[src/hdl/csvtok_pkg.sv]
`timescale 1ns / 1ps

package csvtok_pkg;

    localparam int FIELD_MAX_LEN_DEF = 32;
    localparam int MAX_FIELDS_DEF    = 16;
    localparam int HOLD_DEPTH        = 32;
    localparam int HCNT_W            = $clog2(HOLD_DEPTH + 1);
    localparam int HIDX_W            = $clog2(HOLD_DEPTH);
    localparam int Q_DEPTH           = 4;
    localparam int Q_AW              = $clog2(Q_DEPTH);
    localparam int CMP_W             = 8;

    localparam logic [4:0] FIELD_COUNT_RST = 5'd12;

    localparam logic [7:0] CH_NUL   = 8'h00;
    localparam logic [7:0] CH_TAB   = 8'h09;
    localparam logic [7:0] CH_LF    = 8'h0A;
    localparam logic [7:0] CH_CR    = 8'h0D;
    localparam logic [7:0] CH_SPACE = 8'h20;
    localparam logic [7:0] CH_QUOTE = 8'h22;
    localparam logic [7:0] CH_HASH  = 8'h23;
    localparam logic [7:0] CH_COMMA = 8'h2C;

    localparam logic [2:0] KIND_CHAR = 3'd0;
    localparam logic [2:0] KIND_FEND = 3'd1;
    localparam logic [2:0] KIND_REND = 3'd2;
    localparam logic [2:0] KIND_ERR  = 3'd3;
    localparam logic [2:0] KIND_DROP = 3'd4;

    localparam logic [1:0] ERR_TOO_LONG  = 2'd0;
    localparam logic [1:0] ERR_TOO_MANY  = 2'd1;
    localparam logic [1:0] ERR_TOO_FEW   = 2'd2;

    // classified input byte
    typedef struct packed {
        logic [7:0] text_byte;
        logic       is_end;
        logic       is_nul;
        logic       is_comma;
        logic       is_quote;
        logic       is_blank;
        logic       is_tab;
        logic       is_hash;
    } cls_t;

    typedef struct packed {
        logic [2:0] kind;
        logic [3:0] field_index;
        logic [7:0] out_char;
        logic [1:0] error_code;
    } res_t;

endpackage

[src/hdl/csvtok_front.sv]
`timescale 1ns / 1ps

module csvtok_front
(
    input  logic                s_axis_tvalid,
    output logic                s_axis_tready,
    input  logic [7:0]          s_axis_tdata,   // text_byte
    input  logic                q_full,
    output logic                q_push,
    output csvtok_pkg::cls_t    q_entry
);
    import csvtok_pkg::*;

    logic [7:0] b;

    assign b             = s_axis_tdata;
    assign s_axis_tready = !q_full;
    assign q_push        = s_axis_tvalid && !q_full;

    always_comb
    begin
        q_entry.text_byte = b;
        q_entry.is_nul    = (b == CH_NUL);
        q_entry.is_end    = (b == CH_NUL) || (b == CH_LF) || (b == CH_CR);
        q_entry.is_comma  = (b == CH_COMMA);
        q_entry.is_quote  = (b == CH_QUOTE);
        q_entry.is_tab    = (b == CH_TAB);
        q_entry.is_blank  = (b == CH_TAB) || (b == CH_SPACE);
        q_entry.is_hash   = (b == CH_HASH);
    end

endmodule

[src/hdl/csvtok_queue.sv]
`timescale 1ns / 1ps

module csvtok_queue
(
    input  logic                clk,
    input  logic                rst_n,
    input  logic                push,
    input  csvtok_pkg::cls_t    push_entry,
    output logic                full,
    input  logic                pop,
    output logic                head_valid,
    output csvtok_pkg::cls_t    head_entry
);
    import csvtok_pkg::*;

    cls_t              mem_reg [Q_DEPTH];
    logic [Q_AW-1:0]   wr_ptr_reg, wr_ptr_next;
    logic [Q_AW-1:0]   rd_ptr_reg, rd_ptr_next;
    logic [Q_AW:0]     cnt_reg, cnt_next;
    logic              do_pop;

    assign full       = (cnt_reg == (Q_AW+1)'(Q_DEPTH));
    assign head_valid = (cnt_reg != '0);
    assign head_entry = mem_reg[rd_ptr_reg];
    assign do_pop     = pop && head_valid;

    always_comb
    begin
        wr_ptr_next = push ? wr_ptr_reg + 1'b1 : wr_ptr_reg;
        rd_ptr_next = do_pop ? rd_ptr_reg + 1'b1 : rd_ptr_reg;
        cnt_next    = cnt_reg + (Q_AW+1)'(push) - (Q_AW+1)'(do_pop);
    end

    always_ff @(posedge clk or negedge rst_n)
    begin
        if (!rst_n)
        begin
            wr_ptr_reg <= '0;
            rd_ptr_reg <= '0;
            cnt_reg    <= '0;
        end
        else
        begin
            wr_ptr_reg <= wr_ptr_next;
            rd_ptr_reg <= rd_ptr_next;
            cnt_reg    <= cnt_next;
        end
    end

    always_ff @(posedge clk)
    begin
        if (push)
        begin
            mem_reg[wr_ptr_reg] <= push_entry;
        end
    end

endmodule

[src/hdl/csvtok_back.sv]
`timescale 1ns / 1ps

module csvtok_back
#(
    parameter int FIELD_MAX_LEN = csvtok_pkg::FIELD_MAX_LEN_DEF,
    parameter int MAX_FIELDS    = csvtok_pkg::MAX_FIELDS_DEF
)
(
    input  logic                clk,
    input  logic                rst_n,
    input  logic [4:0]          field_count,
    input  logic                cmd_valid,
    input  csvtok_pkg::cls_t    cmd,
    output logic                cmd_pop,
    output logic                res_valid,
    input  logic                res_ready,
    output csvtok_pkg::res_t    res
);
    import csvtok_pkg::*;

    localparam int LEN_W = $clog2(FIELD_MAX_LEN + 1);
    localparam int FN_W  = (MAX_FIELDS > 2) ? $clog2(MAX_FIELDS) : 1;

    logic                 skip_reg, skip_next;
    logic                 inq_reg, inq_next;
    logic                 qpc_reg, qpc_next;
    logic [FN_W-1:0]      fn_reg, fn_next;
    logic [LEN_W-1:0]     len_reg, len_next;
    logic [HCNT_W-1:0]    hcnt_reg, hcnt_next;
    logic [HIDX_W-1:0]    fidx_reg, fidx_next;
    logic [HOLD_DEPTH-1:0] tab_reg;
    logic                 out_valid_reg, out_valid_next;
    res_t                 out_reg, out_next;

    logic                 go;
    logic                 emit;
    logic                 hold_wr;
    logic                 iq;
    logic                 len_full;
    logic                 need_flush;
    logic                 blank_tab;
    logic [CMP_W-1:0]     fc8, cnt8, fn8, fn1;
    logic [3:0]           idx;

    assign res_valid = out_valid_reg;
    assign res       = out_reg;

    always_comb
    begin
        fc8 = CMP_W'(field_count);
        if (fc8 < CMP_W'(2))
            cnt8 = CMP_W'(2);
        else if (fc8 > CMP_W'(MAX_FIELDS))
            cnt8 = CMP_W'(MAX_FIELDS);
        else
            cnt8 = fc8;
        fn8 = CMP_W'(fn_reg);
        fn1 = fn8 + CMP_W'(1);
        idx = fn8[3:0];
    end

    assign len_full  = (len_reg >= LEN_W'(FIELD_MAX_LEN));
    assign blank_tab = tab_reg[fidx_reg];
    assign go        = cmd_valid && (!out_valid_reg || res_ready);

    // held blanks only exist in an unquoted field with characters
    assign need_flush = (hcnt_reg != '0) &&
                        (cmd.is_nul ||
                         (!cmd.is_end && !cmd.is_comma &&
                          !(cmd.is_quote && len_reg == '0) &&
                          (!cmd.is_blank || hcnt_reg == HCNT_W'(HOLD_DEPTH))));

    always_comb
    begin
        skip_next = skip_reg;
        inq_next  = inq_reg;
        qpc_next  = qpc_reg;
        fn_next   = fn_reg;
        len_next  = len_reg;
        hcnt_next = hcnt_reg;
        fidx_next = fidx_reg;
        cmd_pop   = 1'b0;
        emit      = 1'b0;
        hold_wr   = 1'b0;
        iq        = inq_reg && !qpc_reg;
        out_next  = out_reg;
        out_next.kind        = KIND_CHAR;
        out_next.field_index = idx;
        out_next.out_char    = '0;
        out_next.error_code  = ERR_TOO_LONG;

        if (go)
        begin
            if (skip_reg)
            begin
                cmd_pop = 1'b1;
                if (cmd.is_end)
                begin
                    skip_next = 1'b0;
                    inq_next  = 1'b0;
                    qpc_next  = 1'b0;
                    fn_next   = '0;
                    len_next  = '0;
                    hcnt_next = '0;
                    fidx_next = '0;
                end
            end
            else if (qpc_reg && cmd.is_quote)
            begin
                qpc_next = 1'b0;
                cmd_pop  = 1'b1;
            end
            else
            begin
                qpc_next = 1'b0;
                if (qpc_reg)
                    inq_next = 1'b0;

                if (need_flush)
                begin
                    emit = 1'b1;
                    if (len_full)
                    begin
                        out_next.kind = KIND_ERR;
                        hcnt_next     = '0;
                        fidx_next     = '0;
                        cmd_pop       = 1'b1;
                        if (cmd.is_nul)
                        begin
                            inq_next = 1'b0;
                            qpc_next = 1'b0;
                            fn_next  = '0;
                            len_next = '0;
                        end
                        else
                        begin
                            skip_next = 1'b1;
                        end
                    end
                    else
                    begin
                        out_next.out_char = blank_tab ? CH_TAB : CH_SPACE;
                        len_next          = len_reg + 1'b1;
                        if (HCNT_W'(fidx_reg) + 1'b1 == hcnt_reg)
                        begin
                            hcnt_next = '0;
                            fidx_next = '0;
                        end
                        else
                        begin
                            fidx_next = fidx_reg + 1'b1;
                        end
                    end
                end
                else
                begin
                    cmd_pop = 1'b1;
                    priority if (cmd.is_end)
                    begin
                        emit = 1'b1;
                        if (fn_reg == '0)
                        begin
                            out_next.kind = KIND_DROP;
                        end
                        else if (fn1 != cnt8)
                        begin
                            out_next.kind       = KIND_ERR;
                            out_next.error_code = ERR_TOO_FEW;
                        end
                        else
                        begin
                            out_next.kind = KIND_REND;
                        end
                        inq_next  = 1'b0;
                        qpc_next  = 1'b0;
                        fn_next   = '0;
                        len_next  = '0;
                        hcnt_next = '0;
                        fidx_next = '0;
                    end
                    else if (cmd.is_hash && fn_reg == '0 && len_reg == '0)
                    begin
                        emit          = 1'b1;
                        out_next.kind = KIND_DROP;
                        skip_next     = 1'b1;
                    end
                    else if (iq)
                    begin
                        if (cmd.is_quote)
                        begin
                            qpc_next = 1'b1;
                        end
                        else
                        begin
                            emit = 1'b1;
                            if (len_full)
                            begin
                                out_next.kind = KIND_ERR;
                                skip_next     = 1'b1;
                                hcnt_next     = '0;
                            end
                            else
                            begin
                                out_next.out_char = cmd.text_byte;
                                len_next          = len_reg + 1'b1;
                            end
                        end
                    end
                    else if (cmd.is_quote && len_reg == '0)
                    begin
                        inq_next = 1'b1;
                    end
                    else if (cmd.is_comma)
                    begin
                        emit      = 1'b1;
                        hcnt_next = '0;
                        fidx_next = '0;
                        if (fn1 >= cnt8)
                        begin
                            out_next.kind       = KIND_ERR;
                            out_next.error_code = ERR_TOO_MANY;
                            skip_next           = 1'b1;
                        end
                        else
                        begin
                            out_next.kind = KIND_FEND;
                            fn_next       = fn_reg + 1'b1;
                            len_next      = '0;
                        end
                    end
                    else if (cmd.is_blank)
                    begin
                        if (len_reg != '0)
                        begin
                            hold_wr   = 1'b1;
                            hcnt_next = hcnt_reg + 1'b1;
                        end
                    end
                    else if (!cmd.is_quote)
                    begin
                        emit = 1'b1;
                        if (len_full)
                        begin
                            out_next.kind = KIND_ERR;
                            skip_next     = 1'b1;
                            hcnt_next     = '0;
                        end
                        else
                        begin
                            out_next.out_char = cmd.text_byte;
                            len_next          = len_reg + 1'b1;
                        end
                    end
                end
            end
        end

        if (emit)
            out_valid_next = 1'b1;
        else if (res_ready)
            out_valid_next = 1'b0;
        else
            out_valid_next = out_valid_reg;
    end

    always_ff @(posedge clk or negedge rst_n)
    begin
        if (!rst_n)
        begin
            skip_reg      <= 1'b0;
            inq_reg       <= 1'b0;
            qpc_reg       <= 1'b0;
            fn_reg        <= '0;
            len_reg       <= '0;
            hcnt_reg      <= '0;
            fidx_reg      <= '0;
            out_valid_reg <= 1'b0;
        end
        else
        begin
            skip_reg      <= skip_next;
            inq_reg       <= inq_next;
            qpc_reg       <= qpc_next;
            fn_reg        <= fn_next;
            len_reg       <= len_next;
            hcnt_reg      <= hcnt_next;
            fidx_reg      <= fidx_next;
            out_valid_reg <= out_valid_next;
        end
    end

    always_ff @(posedge clk)
    begin
        if (emit)
            out_reg <= out_next;
        if (hold_wr)
            tab_reg[hcnt_reg[HIDX_W-1:0]] <= cmd.is_tab;
    end

endmodule

[src/hdl/csv_field_tokenizer.sv]
`timescale 1ns / 1ps

// CSV field tokenizer.
// s_axis: one text byte per transfer. m_axis: one token per transfer,
// tuser = kind (char, field end, record end, error, line dropped).
// cfg: writes field_count, the number of fields a record must have;
// write only while the block is idle.
// A byte passes the queue and then the output register. Throughput: one
// byte per cycle while the output is not stalled. A byte that releases held
// blanks (non-blank after inner blanks, NUL, or a blank into a full store)
// first emits its n held blanks, n <= 32, one output transfer per cycle while
// not stalled, from the single execution unit. A byte yields 0 to 33 tokens.
// A four-entry queue sits between byte intake and execution.
// Reset: line state cleared, queue empty, field_count = 12.
// Output stall: the output register holds, execution stops, the queue
// fills and s_axis_tready drops after at most four more bytes.
module csv_field_tokenizer
#(
    parameter int FIELD_MAX_LEN = csvtok_pkg::FIELD_MAX_LEN_DEF,
    parameter int MAX_FIELDS    = csvtok_pkg::MAX_FIELDS_DEF
)
(
    input  logic        clk,
    input  logic        rst_n,
    input  logic        s_axis_tvalid,
    output logic        s_axis_tready,
    input  logic [7:0]  s_axis_tdata,   // [7:0] text_byte
    output logic        m_axis_tvalid,
    input  logic        m_axis_tready,
    output logic [15:0] m_axis_tdata,   // [3:0] field_index, [11:4] out_char,
                                        // [13:12] error_code, [15:14] zero
    output logic [2:0]  m_axis_tuser,   // [2:0] kind
    input  logic        cfg_valid,
    output logic        cfg_ready,
    input  logic [4:0]  cfg_data        // field_count
);
    import csvtok_pkg::*;

    logic [4:0] fc_reg;
    logic       q_full;
    logic       q_push;
    cls_t       q_entry;
    logic       head_valid;
    cls_t       head_entry;
    logic       cmd_pop;
    res_t       res;

    assign cfg_ready = 1'b1;

    always_ff @(posedge clk or negedge rst_n)
    begin
        if (!rst_n)
            fc_reg <= FIELD_COUNT_RST;
        else if (cfg_valid && cfg_ready)
            fc_reg <= cfg_data;
    end

    csvtok_front u_front
    (
        .s_axis_tvalid (s_axis_tvalid),
        .s_axis_tready (s_axis_tready),
        .s_axis_tdata  (s_axis_tdata),
        .q_full        (q_full),
        .q_push        (q_push),
        .q_entry       (q_entry)
    );

    csvtok_queue u_queue
    (
        .clk        (clk),
        .rst_n      (rst_n),
        .push       (q_push),
        .push_entry (q_entry),
        .full       (q_full),
        .pop        (cmd_pop),
        .head_valid (head_valid),
        .head_entry (head_entry)
    );

    csvtok_back
    #(
        .FIELD_MAX_LEN (FIELD_MAX_LEN),
        .MAX_FIELDS    (MAX_FIELDS)
    )
    u_back
    (
        .clk         (clk),
        .rst_n       (rst_n),
        .field_count (fc_reg),
        .cmd_valid   (head_valid),
        .cmd         (head_entry),
        .cmd_pop     (cmd_pop),
        .res_valid   (m_axis_tvalid),
        .res_ready   (m_axis_tready),
        .res         (res)
    );

    assign m_axis_tuser = res.kind;
    assign m_axis_tdata = {2'b00, res.error_code, res.out_char, res.field_index};

endmodule

[config.mk]
export PLATFORM = sky130hd
export DESIGN_NAME = csv_field_tokenizer
export DESIGN_NICKNAME = d
export VERILOG_FILES = /design/src/hdl/csvtok_pkg.sv /design/src/hdl/csvtok_front.sv /design/src/hdl/csvtok_queue.sv /design/src/hdl/csvtok_back.sv /design/src/hdl/csv_field_tokenizer.sv
export SDC_FILE = /design/constraint.sdc
export NUM_CORES = 1
export LEC_CHECK = 0
export BUFFER_PORTS_ARGS = -buffer_cell sky130_fd_sc_hd__buf_2
export CAP_MARGIN = 20
export CORE_AREA = 5 5 116 118
export CTS_CLUSTER_DIAMETER = 150
export DETAILED_ROUTE_END_ITERATION = 8
export DIE_AREA = 0 0 121 123
export GPL_TIMING_DRIVEN = 0
export PLACE_DENSITY = 0.77
export SLEW_MARGIN = 20
export SYNTH_ARGS = -nofsm -noshare
export SYNTH_HDL_FRONTEND = slang
export SYNTH_SLANG_ARGS = --single-unit
[constraint.sdc]
create_clock -name clk -period 8.5 [get_ports clk]
set_input_delay 0.85 -clock clk [delete_from_list [all_inputs] [get_ports clk]]
set_output_delay 0.85 -clock clk [all_outputs]
set_load 0.03 [all_outputs]
* After elaboration in Yosys (flattened, before gate mapping)
Memories as Yosys holds them, arrays and structs flattened.
Cells that the tools add are included.
** Storage, ports and cells
- Register bits :: 86
- Memory bits (writable) :: 60
- Bits of input ports :: 18
- Memories kept :: 1
** Memories
- u_queue.mem_reg :: depth 4, width 15, rd ports 1, clocked after memory_dff 0, wr ports 1, line csvtok_queue.sv:16 : cls_t mem_reg [Q_DEPTH];
** Operators by class
- Add/sub/neg operators :: 10
- $lt $le $gt $ge :: 7
- Eq/ne operators :: 25
- Mux-type cells :: 151
- Bitwise gates (word level) :: 1
- Reductions and logical operators :: 42
** Operators by type and width (number)
- two-way mux 6 bit :: 30
- two-way mux 1 bit :: 68
- two-way mux 5 bit :: 13
- two-way mux 8 bit :: 8
- two-way mux 4 bit :: 12
- bitwise mux 32 bit :: 1
- == test 8 x 6 -> 1 bit (second input constant) :: 4
- == test 8 x 4 -> 1 bit (second input constant) :: 3
- two-way mux 3 bit :: 8
- two-way mux 10 bit :: 2
- inequality test 3 x 1 -> 1 bit (second input constant) :: 5
- two-way mux 2 bit :: 7
- AND reduction 7 bit :: 2
- logical AND 1 bit :: 13
- adder 6 x 1 -> 6 bit (second input constant) :: 2
- less-than comparator 5 x 6 -> 1 bit (second input constant) :: 2
- nonzero test 6 bit :: 2
- AND reduction 10 bit :: 1
- >= comparator 8 x 5 -> 1 bit :: 1
- logical NOT 8 bit :: 1
- inequality test 4 x 2 -> 1 bit (second input constant) :: 2
- inequality test 8 x 5 -> 1 bit :: 1
- AND reduction 8 bit :: 1
- logical NOT 1 bit :: 7
- 32 further kinds :: 40

* Longest topological paths before layout
Gate-level depths: netlist of the first run.
- Depth after elaboration :: 13
- Depth in mapped cells :: 12

* By module
A second synthesis of the first run with hierarchy kept.
** Unflattened totals
- Cells, all modules :: 572
- Area, all modules :: 7375.8 µm²
** By module, submodules not included
- csvtok_back :: instances 1, cells an instance 409, area an instance 4332.9 µm², sequential area each 2097.0 µm²
- csvtok_queue :: instances 1, cells an instance 114, area an instance 2607.5 µm², sequential area each 1976.9 µm²
- csvtok_front :: instances 1, cells an instance 34, area an instance 221.5 µm², sequential area each 0.0 µm²
- csv_field_tokenizer :: instances 1, cells an instance 15, area an instance 214.0 µm², sequential area each 127.6 µm²

* Least setup slack after synthesis of the first run
Ideal clock, no wire load.
- Kind :: register -> register
- Start point :: reg u_back.hcnt_reg[0]
- End point :: reg u_back.out_reg, in the netlist u_back.res[0], enable pin
- Setup time :: 403 ps
- Arrival time :: 2667 ps
- Required time :: 8097 ps
- Setup slack :: 5430 ps
- Stages on the path, launching flop included :: 8
- Path buffers :: 1
- Clock period less this slack :: 3070 ps
- Path through :: dfrtp_1 inv_1 ha_1 or4b_4 a32oi_2 a31oi_4 buf_2 a31oi_1
** On the way
- Word-level cells in the longest chain between the ends :: 9
** Ends and longest elaborated chain
- start: declaration :: line csvtok_back.sv:29 : logic [HCNT_W-1:0] hcnt_reg, hcnt_next;
- start signal: assignment :: line csvtok_back.sv:286 : hcnt_reg <= hcnt_next;
- == test 6 bit :: line csvtok_back.sv:71 : (!cmd.is_blank || hcnt_reg == HCNT_W'(HOLD_DEPTH))));
- logical OR 1 bit :: line csvtok_back.sv:71
- logical AND 1 bit :: line csvtok_back.sv:70 : !(cmd.is_quote && len_reg == '0) &&
- logical OR 1 bit :: line csvtok_back.sv:68 : (cmd.is_nul ||
- logical AND 1 bit * :: line csvtok_back.sv:67 : assign need_flush = (hcnt_reg != '0) &&
- two-way mux 1 bit * :: line csvtok_back.sv:119 : if (need_flush)
- two-way mux 1 bit * :: line csvtok_back.sv:108 : else if (qpc_reg && cmd.is_quote)
- two-way mux 1 bit * :: line csvtok_back.sv:94 : if (skip_reg)
- two-way mux 1 bit * :: line csvtok_back.sv:92 : if (go)
- via u_back.emit :: line csvtok_back.sv:36 : logic emit;
- end signal: assignment :: line csvtok_back.sv:295 : out_reg <= out_next;
- end: declaration :: line csvtok_back.sv:33 : res_t out_reg, out_next;
The timed path passes the listed nets; every way through them passes the cells marked *.
A chain may end at the register's enable or synchronous reset.

* Worst setup path after layout of the first run
- Start point :: reg u_back.len_reg[0]
- End point :: reg u_queue.cnt_reg[2]
** On the way
- Word-level cells in the longest chain between the ends :: 13
** Ends and longest elaborated chain
- start: declaration :: line csvtok_back.sv:28 : logic [LEN_W-1:0] len_reg, len_next;
- start signal: assignment :: line csvtok_back.sv:285 : len_reg <= len_next;
- branches (longest 7 deep; another with >= comparator 6 bit)
- two-way mux 1 bit * :: line csvtok_back.sv:119
- two-way mux 1 bit * :: line csvtok_back.sv:108
- two-way mux 1 bit * :: line csvtok_back.sv:94
- two-way mux 1 bit * :: line csvtok_back.sv:92
- logical AND 1 bit * :: line csvtok_queue.sv:25 : assign do_pop = pop && head_valid;
- via u_queue.do_pop :: line csvtok_queue.sv:20 : logic do_pop;
- subtractor 3 x 1 -> 3 bit * :: line csvtok_queue.sv:31 : cnt_next = cnt_reg + (Q_AW+1)'(push) - (Q_AW+1)'(do_pop);
- via u_queue.cnt_next[2] :: line csvtok_queue.sv:19 : logic [Q_AW:0] cnt_reg, cnt_next;
- end signal: assignment :: line csvtok_queue.sv:46 : cnt_reg <= cnt_next;
- end: declaration :: line csvtok_queue.sv:19
Mark *: on every way through the listed nets, which the timed path passes.

==> flow_metrics.tcl, run 1 <==
set metrics [dict create \
    status "complete, no violations" \
    crit_fanout 10 \
    cts_resized 0 \
    drtIter0Drc 386 \
    critPathLaunchType "register" \
    synth_top_area_share_pct 45.9 \
    cts.path.max_buffers 2 \
    grt_util_all_layers_pct 20.5 \
    h-tree-depth 4 \
    placeableCoreArea_sq_mm 0.0124 \
    place_hpwl_microns 9990 \
    fin_crit_sh_pct 41.1 \
    grt_start_max_net_pins 38 \
    die_x_microns 121 \
    r2r_slack_ps 5000 \
    cp_top_family "compound AO/OA/AOI/OAI gates" \
    grt_pass1_wl_microns 23300 \
    diodes 0 \
    seq_area_sq_mm 0.00420 \
    dieArea_sq_mm 0.0149 \
    yosysWarnings 0 \
    path_buf_inv 3 \
    fin_skew_ps 10.1 \
    drive_gt1_share_pct 20.8 \
    die_y_microns 123 \
    p_per_area_mw_per_mm2 355 \
    crit_path_end_kind "register" \
    met3_wirelength_microns 799 \
    crit_type "register to register" \
    syn_inst 556 \
    io_pins 40 \
    slew_headroom_pct 41.2 \
    overflow 0 \
    syn_area_per_cell_sq_um 12.8 \
    drt-met1-wl_microns 6020 \
    synth_cell_types 68 \
    max_freq_mhz 286 \
    antenna_left 0 \
    synthToLayoutAreaGrowth_pct 14.4 \
    drv_cap 0 \
    slew_viol_final 0 \
    cts_num_sinks 146 \
    yosys_most_used_dff "edfxtp_1" \
    synth-edff-count 109 \
    initial_core_util_pct 57.7 \
    crit_required_ps 8830 \
    post_cts_buffers 0 \
    cpMostUsedCell "ha_1" \
    num_rows 41 \
    clock_latency_ps 430 \
    path_clk_slew_ps 60 \
    worstMarginPinSlew_ps 882 \
    path_cells "inv_1, ha_1, nor4b_1, a32oi_2, a31o_2, buf_2, a31oi_1, ha_1, inv_1, ha_1, fa_1, xnor2_1" \
    rsz0062_at_grt "false" \
    crit_arrival_ps 3830 \
    fin_util_pct 66.0 \
    peakVddDrop_v 0.000191 \
    async_reset_ff_share_pct 25.3 \
    syn_area_sq_mm 0.00713 \
    route.met2.wl_microns 7310 \
    largest_reg_flops 60 \
    detail_route.wl_per_cell_microns 18.2 \
    yosys.area.top_type "edfxtp_1" \
    synthTopCellsByArea "edfxtp_1, dfrtp_1, mux4_2" \
    io_buffers 36 \
    viasPerCell 5.85 \
    fillCellCount 879 \
    cts_tree "built" \
    setup_viol 0 \
    ys_seq_area_share_pct 58.9 \
    grt_pass1_vias 4682 \
    critPathSlowestCell "nor4b_1" \
    synth-seq-cells 146 \
    yosysMostFrequentCell "edfxtp_1" \
    gp_congestion 1.02 \
    yosys-top-cells-count "edfxtp_1, nor2_1, nand2_1" \
    antenna_found_initial 0 \
    clockRootBuffer "clkbuf_16" \
    tns_ps 0 \
    dr.max_layer_used "met4" \
    fin_crit_ps 3500 \
    first_pass_iters 6 \
    num_vias 4662 \
    multi_input_area_sq_mm 0.00275 \
    critPathMaxStageDelay_ps 600 \
    leakagePower_nw 3.04 \
    hold_viol 0 \
    routed_wl_microns 14500 \
    nets 652 \
    cts_buffers 17 \
    route.detailed.drc 0 \
    min_path_type "register to register" \
    ctsHoldBuffers 0 \
]
==> metal layers <==
layer | vias up | GRT usage [%]
met5 | - | 0
met4 | 0 | 7.79
met3 | 37 | 4.67
met1 | 2269 | 24.8
met2 | 162 | 35.9
li1 | 2194 | -
==> worst reg2reg max path, stage by stage, from the launching register on <==
cell,delay (ps)
dfrtp_1,390
inv_1,110
ha_1,150
nor4b_1,600
a32oi_2,300
a31o_2,300
buf_2,190
a31oi_1,380
ha_1,190
inv_1,40
ha_1,180
fa_1,380
xnor2_1,200
==> stage by stage <==
| stage | hold slack (ps) | cell area [sq um] | instances | setup WS [ps] | total power, mW |
|---|---|---|---|---|---|
| 3_5_place_dp | 496 | 7540 | 765 | 5060 | 2.15 |
| 3_3_place_gp | 491 | 7530 | 765 | 4570 | 2.09 |
| 2_1_floorplan | 465 | 7130 | 557 | 5430 | 1.84 |
| 6_report | 512 | 8160 | 797 | 5000 | 2.90 |
| 4_1_cts | 510 | 8160 | 797 | 4990 | 2.91 |
| 5_1_grt | 523 | 8160 | 797 | 4840 | 3.05 |
==> worst paths after layout <==
check | startpoint | endpoint | cells past startpoint
max | u_back.len_reg[0] | u_queue.cnt_reg[2] | 12
min in group asynchronous | rst_n | fc_reg[4] | 1
min | u_back.res_valid | u_back.res_valid | 1
max reg2reg | u_back.len_reg[0] | u_queue.cnt_reg[2] | 12
min reg2reg | u_back.res_valid | u_back.res_valid | 1
max in group asynchronous | rst_n | u_back.fidx_reg[0] | 1
==> cell usage in the layout, fill, tap and decap left out, types with 17 or more instances in the layout <==
cell,n
edfxtp_1,109
mux4_2,25
inv_1,23
clkbuf_16,17
buf_2,40
nand2_1,43
o21ai_0,23
ha_1,21
nor2_1,54
dfrtp_1,35
==> cells by family (layout without fill, tap and decap cells) <==
| kind of cell | count (synthesis) | in the layout | synth area share [%] |
|---|---|---|---|
| simple gates | 196 | 196 | 13.8 |
| flops | 146 | 146 | 58.9 |
| compound gates | 93 | 93 | 9.07 |
| buf+inv | 47 | 115 | 2.81 |
| mux | 38 | 38 | 9.86 |
| fa+ha+maj | 22 | 22 | 3.97 |
| xor+xnor | 12 | 12 | 1.47 |
| other cells | 2 | 3 | 0.105 |
==> layout make-up <==
class / instances / area share [%]
clock buffers: 17 / 5.22
well taps: 172 / 2.64
flip-flops and latches: 146 / 51.5
repair buffers: 36 / 2.21
clock inverters: 15 / 2.29
multi-input cells: 364 / 33.7
plain buffers: 24 / 1.40
inverters: 23 / 1.06
==> power by group <==
part	switching, mW	internal (mW)	total [mW]	leakage (nW)
registers	0.0639	0.967	1.03	1.51
logic	0.723	0.389	1.11	1.23
clock network	0.333	0.425	0.758	0.303
total	1.12	1.78	2.90	3.04
No activity file was read; power rests on OpenSTA's default activity.
==> run 2, diff against run 1 <==
--- a/config.mk
+++ b/config.mk
@@ -5,14 +5,15 @@
 export SDC_FILE = /design/constraint.sdc
 export NUM_CORES = 1
 export LEC_CHECK = 0
+export ABC_AREA = 1
 export BUFFER_PORTS_ARGS = -buffer_cell sky130_fd_sc_hd__buf_2
 export CAP_MARGIN = 20
-export CORE_AREA = 5 5 116 118
+export CORE_AREA = 5 5 123 125
 export CTS_CLUSTER_DIAMETER = 150
 export DETAILED_ROUTE_END_ITERATION = 8
-export DIE_AREA = 0 0 121 123
+export DIE_AREA = 0 0 128 130
 export GPL_TIMING_DRIVEN = 0
-export PLACE_DENSITY = 0.77
+export PLACE_DENSITY = 0.76
 export SLEW_MARGIN = 20
 export SYNTH_ARGS = -nofsm -noshare
 export SYNTH_HDL_FRONTEND = slang
==> constraint.sdc (replaced) <==
create_clock -name clk -period 3 [get_ports clk]
set_input_delay 0.3 -clock clk [delete_from_list [all_inputs] [get_ports clk]]
set_output_delay 0.3 -clock clk [all_outputs]
set_load 0.03 [all_outputs]
==> run 2 against run 1 <==
The flow now finishes with violations (negative hold slack). Critical path type unchanged. Area after synthesis grew 7.4%. Sequential power grew to 2.9 times the previous value. Register-to-register slack lost 4800 ps. Design area grew 7.6%. Via count grew 27%.
==> flow_metrics.tcl, run 2 <==
set metrics [dict create \
    status "complete, but fails checks" \
    violations "negative hold slack" \
    drtIter0Drc 467 \
    crit_arrival_ps 3100 \
    layout_common_cells "nand2_1, nor2_1, edfxtp_1" \
    antenna_left 0 \
    yosys.area.top_type "edfxtp_1" \
    viasPerCell 5.50 \
    crit_type "register to register" \
    crit_fanout 10 \
    clockRootBuffer "clkbuf_16" \
    synthTopCellsByArea "edfxtp_1, dfrtp_1, nand2_1" \
    route.detailed.drc 0 \
    crit_path_end_kind "register" \
    drive_gt1_share_pct 17.6 \
    placed_area_sq_mm 0.00814 \
    synth_cell_types 48 \
    num_rows 43 \
    critPathLaunchType "register" \
    ys_seq_area_share_pct 54.9 \
    gp_congestion 0.945 \
    synth_top_area_share_pct 42.7 \
    diodes 0 \
    drv_cap 0 \
    cp_top_family "simple AND/OR/NAND/NOR gates" \
    path_cells "inv_2, buf_6, nand2_1, nand3_2, nand2_4, nand2_2, inv_2, nand3_4, nand2_4, nand2_8, nor2_4, nand3_1, nand2_2, inv_1, ha_1, inv_1, ha_1, fa_1, xor2_1" \
    routed_wl_microns 16900 \
    clock_latency_ps 430 \
    first_pass_iters 6 \
    crit_required_ps 3300 \
    p_sw_mw 4.21 \
    io_pins 40 \
    dpl.cell_count 1033 \
    max_freq_mhz 357 \
    worstMarginPinSlew_ps 957 \
    place_hpwl_microns 11500 \
    tns_ps 0 \
    detail_route.wl_per_cell_microns 15.8 \
    fin_crit_sh_pct 93.3 \
    power_frac_seq_pct 31.2 \
    p_sw_share_pct 44.0 \
    comb_power_share_pct 48.2 \
    largest_reg_flops 60 \
    r2r_slack_ps 200 \
    num_vias 5905 \
    yosysMostFrequentCell "nand2_1" \
    placeableCoreArea_sq_mm 0.0138 \
    h-tree-depth 4 \
    postLayoutSetupSlackWorst_ps 202 \
    final_cell_area_sq_mm 0.00877 \
    yosys-top-cells-count "nand2_1, nor2_1, edfxtp_1" \
    die_x_microns 128 \
    r2r-start "u_queue.rd_ptr_reg[0]" \
    path_buf_inv 5 \
    path_clk_slew_ps 60 \
    io_buffers 35 \
    synthToLayoutAreaGrowth_pct 14.5 \
    cts.path.max_buffers 2 \
    grt_util_all_layers_pct 21.4 \
    syn_area_per_cell_sq_um 9.42 \
    cts_num_sinks 146 \
    cts_tree "built" \
    grt_pass1_vias 5629 \
    synth-seq-cells 146 \
    r2r_cells 19 \
    fin_util_pct 63.7 \
    p_per_area_mw_per_mm2 1090 \
    rsz0062_at_grt "false" \
    rr_endpoint "u_queue.cnt_reg[2]" \
    grt_start_max_net_pins 38 \
    final_common_cell "nand2_1" \
    fin_skew_ps 7.83 \
    dieArea_sq_mm 0.0166 \
    async_reset_ff_share_pct 25.3 \
    yosys_most_used_dff "edfxtp_1" \
    multi_input_area_sq_mm 0.00304 \
    min_path_type "primary input to async pin" \
    ctsHoldBuffers 0 \
    internal_power_mw 5.36 \
    peakVddDrop_v 0.000439 \
    synth-edff-count 109 \
    slew_headroom_pct 36.2 \
    slew_viol_final 0 \
    yosysWarnings 0 \
    hold_viol 8 \
    syn_inst 813 \
    place_ws_ps -241 \
    die_y_microns 130 \
    critPathSlowestCell "dfrtp_2" \
    p_total_mw 9.57 \
    overflow 0 \
    leakagePower_nw 3.69 \
    layoutNonFillerInstCount 1073 \
    initial_core_util_pct 55.6 \
    setup_viol 0 \
    holdWs_ps -3.95 \
    critPathMaxStageDelay_ps 430 \
    grt_pass1_wl_microns 27900 \
    seq_area_sq_mm 0.00421 \
    cts_buffers 17 \
    antenna_found_initial 0 \
    clock_power_share_pct 20.5 \
    syn_area_sq_mm 0.00766 \
    fillCellCount 1149 \
    fin_crit_ps 2800 \
    nets 920 \
]
[run 2: repair_timing]
item,CTS,global route
gates resized for setup,6,6
endpoints found under the setup margin,2,2
pin swaps,2,4
setup buffers,2,6
[run 2: final cells by class]
type | count | area share (%)
Multi-Input combinational cell | 558 | 34.6
Clock inverter | 13 | 1.27
Buffer | 25 | 1.70
Clock buffer | 19 | 4.93
Timing Repair Buffer | 47 | 3.28
Sequential cell | 146 | 47.9
Inverter | 85 | 3.71
Tap cell | 180 | 2.57
[run 2: routing by layer]
layer,vias up,routed length (microns),GRT usage [%]
met4,0,317,7.99
li1,2883,-,-
met2,183,8350,36.3
met3,29,1060,4.67
met5,-,0,0
met1,2810,7190,27.3
[run 2: cells by family (layout without fill, tap and decap cells)]
kind of cell,count (synthesis),in the layout,synth area share [%]
xor gates and xnor gates,11,11,1.26
buffers and inverters,110,189,6.11
muxes,1,1,0.147
DFF,146,146,54.9
AOI/OAI and AO/OA,123,123,9.26
other,2,3,0.0980
and+or+nand+nor,398,398,24.6
adders and majority gates,22,22,3.69
[run 2: worst max path at each step]
stage                               to  cells past startpoint  slack (ps)                   from
floorplan           u_queue.cnt_reg[2]                     16         240     u_back.hcnt_reg[0]
global placement     u_back.tab_reg[7]                      6        -580  u_queue.rd_ptr_reg[0]
detailed placement  u_queue.cnt_reg[2]                     16        -240     u_back.hcnt_reg[0]
CTS                 u_queue.cnt_reg[2]                     16         0.6     u_back.hcnt_reg[0]
global route        u_queue.cnt_reg[2]                     19           1  u_queue.rd_ptr_reg[0]
finish              u_queue.cnt_reg[2]                     19         200  u_queue.rd_ptr_reg[0]
[run 2: worst register-to-register path: cells and delay by family, from the launching register on]
family,cells,cell delay (ps)
simple gates,10,900
buf+inv,5,380
fa+ha+maj,3,810
xor+xnor,1,170
flops,1,430
[run 2: power by group through the flow]
stage	Combinational [mW]	Sequential [mW]	Clock (mW)
3_3_place_gp	4.26	3.04	0
4_1_cts	4.50	3.00	1.98
6_report	4.62	2.99	1.96
3_5_place_dp	4.43	3.03	0
5_1_grt	5.13	3.03	2.07
2_1_floorplan	3.04	3.25	0
==> run 3, diff against run 2 <==
--- a/config.mk
+++ b/config.mk
@@ -8,13 +8,14 @@
 export ABC_AREA = 1
 export BUFFER_PORTS_ARGS = -buffer_cell sky130_fd_sc_hd__buf_2
 export CAP_MARGIN = 20
-export CORE_AREA = 5 5 123 125
+export CORE_AREA = 5 5 119 121
 export CTS_CLUSTER_DIAMETER = 150
 export DETAILED_ROUTE_END_ITERATION = 8
-export DIE_AREA = 0 0 128 130
+export DIE_AREA = 0 0 124 126
 export GPL_TIMING_DRIVEN = 0
-export PLACE_DENSITY = 0.76
-export SLEW_MARGIN = 20
+export PLACE_DENSITY = 0.78
+export SETUP_SLACK_MARGIN = 0.5
+export SLEW_MARGIN = 0
 export SYNTH_ARGS = -nofsm -noshare
 export SYNTH_HDL_FRONTEND = slang
 export SYNTH_SLANG_ARGS = --single-unit
==> constraint.sdc (replaced) <==
create_clock -name clk -period 2.7 [get_ports clk]
set_input_delay 0.27 -clock clk [delete_from_list [all_inputs] [get_ports clk]]
set_output_delay 0.27 -clock clk [all_outputs]
set_load 0.03 [all_outputs]
==> run 3 against run 2 <==
The flow still finishes with violations (negative hold slack). Core utilization grew 14 points. Routed wire length rose by 27%. Non-clock buffer count rose by 47. Design area grew 14%. Largest cell class unchanged. Cell count is 4.1% higher. Clock power increased by 14%. Fmax increased by 7.5%. Register-to-register slack lost 110 ps.
==> flow_metrics.tcl, run 3 (same netlist as run 2, synthesis figures left out) <==
set metrics [dict create \
    gp_congestion 0.947 \
    p_total_mw 12.9 \
    path_cells "inv_2, ha_4, nand4_1, nand3_2, nand3_4, nand2_4, nand2_8, nor2_4, nand3_2, nand2_2, inv_2, ha_4, inv_2, ha_4, fa_2, xor2_1" \
    dieArea_sq_mm 0.0156 \
    fin_util_pct 77.4 \
    grt_util_all_layers_pct 27.0 \
    crit_arrival_ps 2920 \
    fin_crit_sh_pct 96.4 \
    max_freq_mhz 384 \
    violations "negative hold slack" \
    setup_viol 0 \
    first_pass_iters 7 \
    crit_required_ps 3010 \
    p_sw_mw 5.87 \
    final_common_cell "nand2_1" \
    clockRootBuffer "clkbuf_16" \
    cts_num_sinks 146 \
    h-tree-depth 4 \
    layout_common_cells "nand2_1, edfxtp_1, nor2_1" \
    grtUsageMet2_pct 47.0 \
    hold_viol 35 \
    clock_power_share_pct 17.3 \
    peakVddDrop_v 0.000755 \
    drive_gt1_share_pct 34.9 \
    diodes 0 \
    p_sw_share_pct 45.3 \
    die_x_microns 124 \
    grt_pass1_vias 6498 \
    fin_skew_ps 8.49 \
    met3_usage_pct 5.29 \
    status "complete, but fails checks" \
    crit_fanout 2 \
    cts_tree "built" \
    rsz0062_at_grt "true" \
    antenna_left 0 \
    p_per_area_mw_per_mm2 1290 \
    grt_start_max_net_pins 38 \
    critPathSlowestCell "dfrtp_2" \
    route.detailed.drc 0 \
    critPathMaxStageDelay_ps 420 \
    holdWs_ps -31.5 \
    overflow 0 \
    min_path_type "primary input to async pin" \
    path_clk_slew_ps 60 \
    grt_pass1_wl_microns 32500 \
    routed_wl_microns 21500 \
    viasPerCell 5.99 \
    met1_usage_pct 32.6 \
    cts.path.max_buffers 2 \
    synthToLayoutAreaGrowth_pct 31.1 \
    slew_headroom_pct 38.7 \
    die_y_microns 126 \
    critPathLaunchType "register" \
    gr-max-usage-layer "met2" \
    detail_route.wl_per_cell_microns 19.2 \
    drv_cap 0 \
    place_hpwl_microns 12600 \
    slew_viol_final 0 \
    io_buffers 35 \
    worstMarginPinSlew_ps 919 \
    crit_path_end_kind "register" \
    placeableCoreArea_sq_mm 0.0130 \
    largest_reg_flops 60 \
    fin_crit_ps 2600 \
    io_pins 40 \
    num_vias 6689 \
    power_frac_seq_pct 25.9 \
    initial_core_util_pct 59.0 \
    crit_type "register to register" \
    leakagePower_nw 3.99 \
    cts_buffers 17 \
    antenna_found_initial 0 \
    drtIter0Drc 747 \
    comb_power_share_pct 56.8 \
    internal_power_mw 7.07 \
    nets 968 \
    clock_latency_ps 430 \
    num_rows 42 \
]
==> run 3: changes by cell type in the layout (fill, tap and decap cells not counted), moves of 10 or more <==
cell	previous run	this run
nor2_1	136	100
nor2_4	5	40
buf_4	14	46
nand2_1	143	128
inv_1	70	56
nand3_1	49	37
buf_6	6	16
clkbuf_1	15	5
nand2_2	8	18
==> run 3: per-layer routing <==
layer	routed length (microns)	vias to the layer above	share of wire (%)
li1	-	2990	-
met5	0	-	0
met4	846	0	3.9
met2	11100	425	52
met3	1840	94	8.5
met1	7690	3180	36
==> run 3: path summary, 6_finish.rpt <==
| check | start | end | slack [ps] | cells after the start |
|---|---|---|---|---|
| min | rst_n | u_back.fidx_reg[0] | -30 | 1 |
| max in group asynchronous | rst_n | u_queue.rd_ptr_reg[0] | 2090 | 1 |
| min reg2reg | fc_reg[2] | fc_reg[2] | 510 | 2 |
| max | u_back.hcnt_reg[0] | u_queue.cnt_reg[2] | 100 | 16 |
| max reg2reg | u_back.hcnt_reg[0] | u_queue.cnt_reg[2] | 100 | 16 |
| min in group clk | cfg_data[1] | fc_reg[1] | 60 | 3 |
==> run 3: power by group through the flow <==
stage / Sequential [mW] / Clock (mW) / Combinational (mW)
2_1_floorplan: 3.62 / 0 / 3.47
3_3_place_gp: 3.37 / 0 / 4.82
3_5_place_dp: 3.39 / 0 / 5.02
4_1_cts: 3.34 / 2.23 / 6.28
5_1_grt: 3.39 / 2.35 / 7.83
6_report: 3.35 / 2.24 / 7.35
==> run 3: final cells by class <==
cell class	instances	area [sq um]
clock inverter	15	130
sequential	146	4210
fill	794	2940
timing repair buffer	94	738
clock buffer	17	425
tap	176	220
inverter	85	345
buffer	25	184
multi-input combinational	559	3790
==> run 3: worst max-delay path, delay by kind of cell, from the launching register on <==
kind	cells	cell delay, ps
flip-flops	1	420
buffers and inverters	3	190
adder cells (fa/ha/maj)	4	870
XOR/XNOR	1	140
AND/OR/NAND/NOR	8	870
==> run 3: what timing repair did <==
action	CTS	global route
buffers inserted	39	13
hold buffers	0	0
gates resized for setup	146	70
pin swaps	44	31
endpoints found under the setup margin	118	111
cloned	3	2
==> run 3: through the flow <==
stage | TNS (ps) | setup slack (ps) | instances | cell area, sq um
after floorplan | 0 | 76.2 | 814 | 7730
after global placement | -2990 | -208 | 1025 | 8120
after detailed placement | -6400 | -242 | 1028 | 8160
after CTS | 0 | 176 | 1102 | 9650
after global routing | 0 | 8.80 | 1117 | 10000
final | 0 | 96.5 | 1117 | 10000
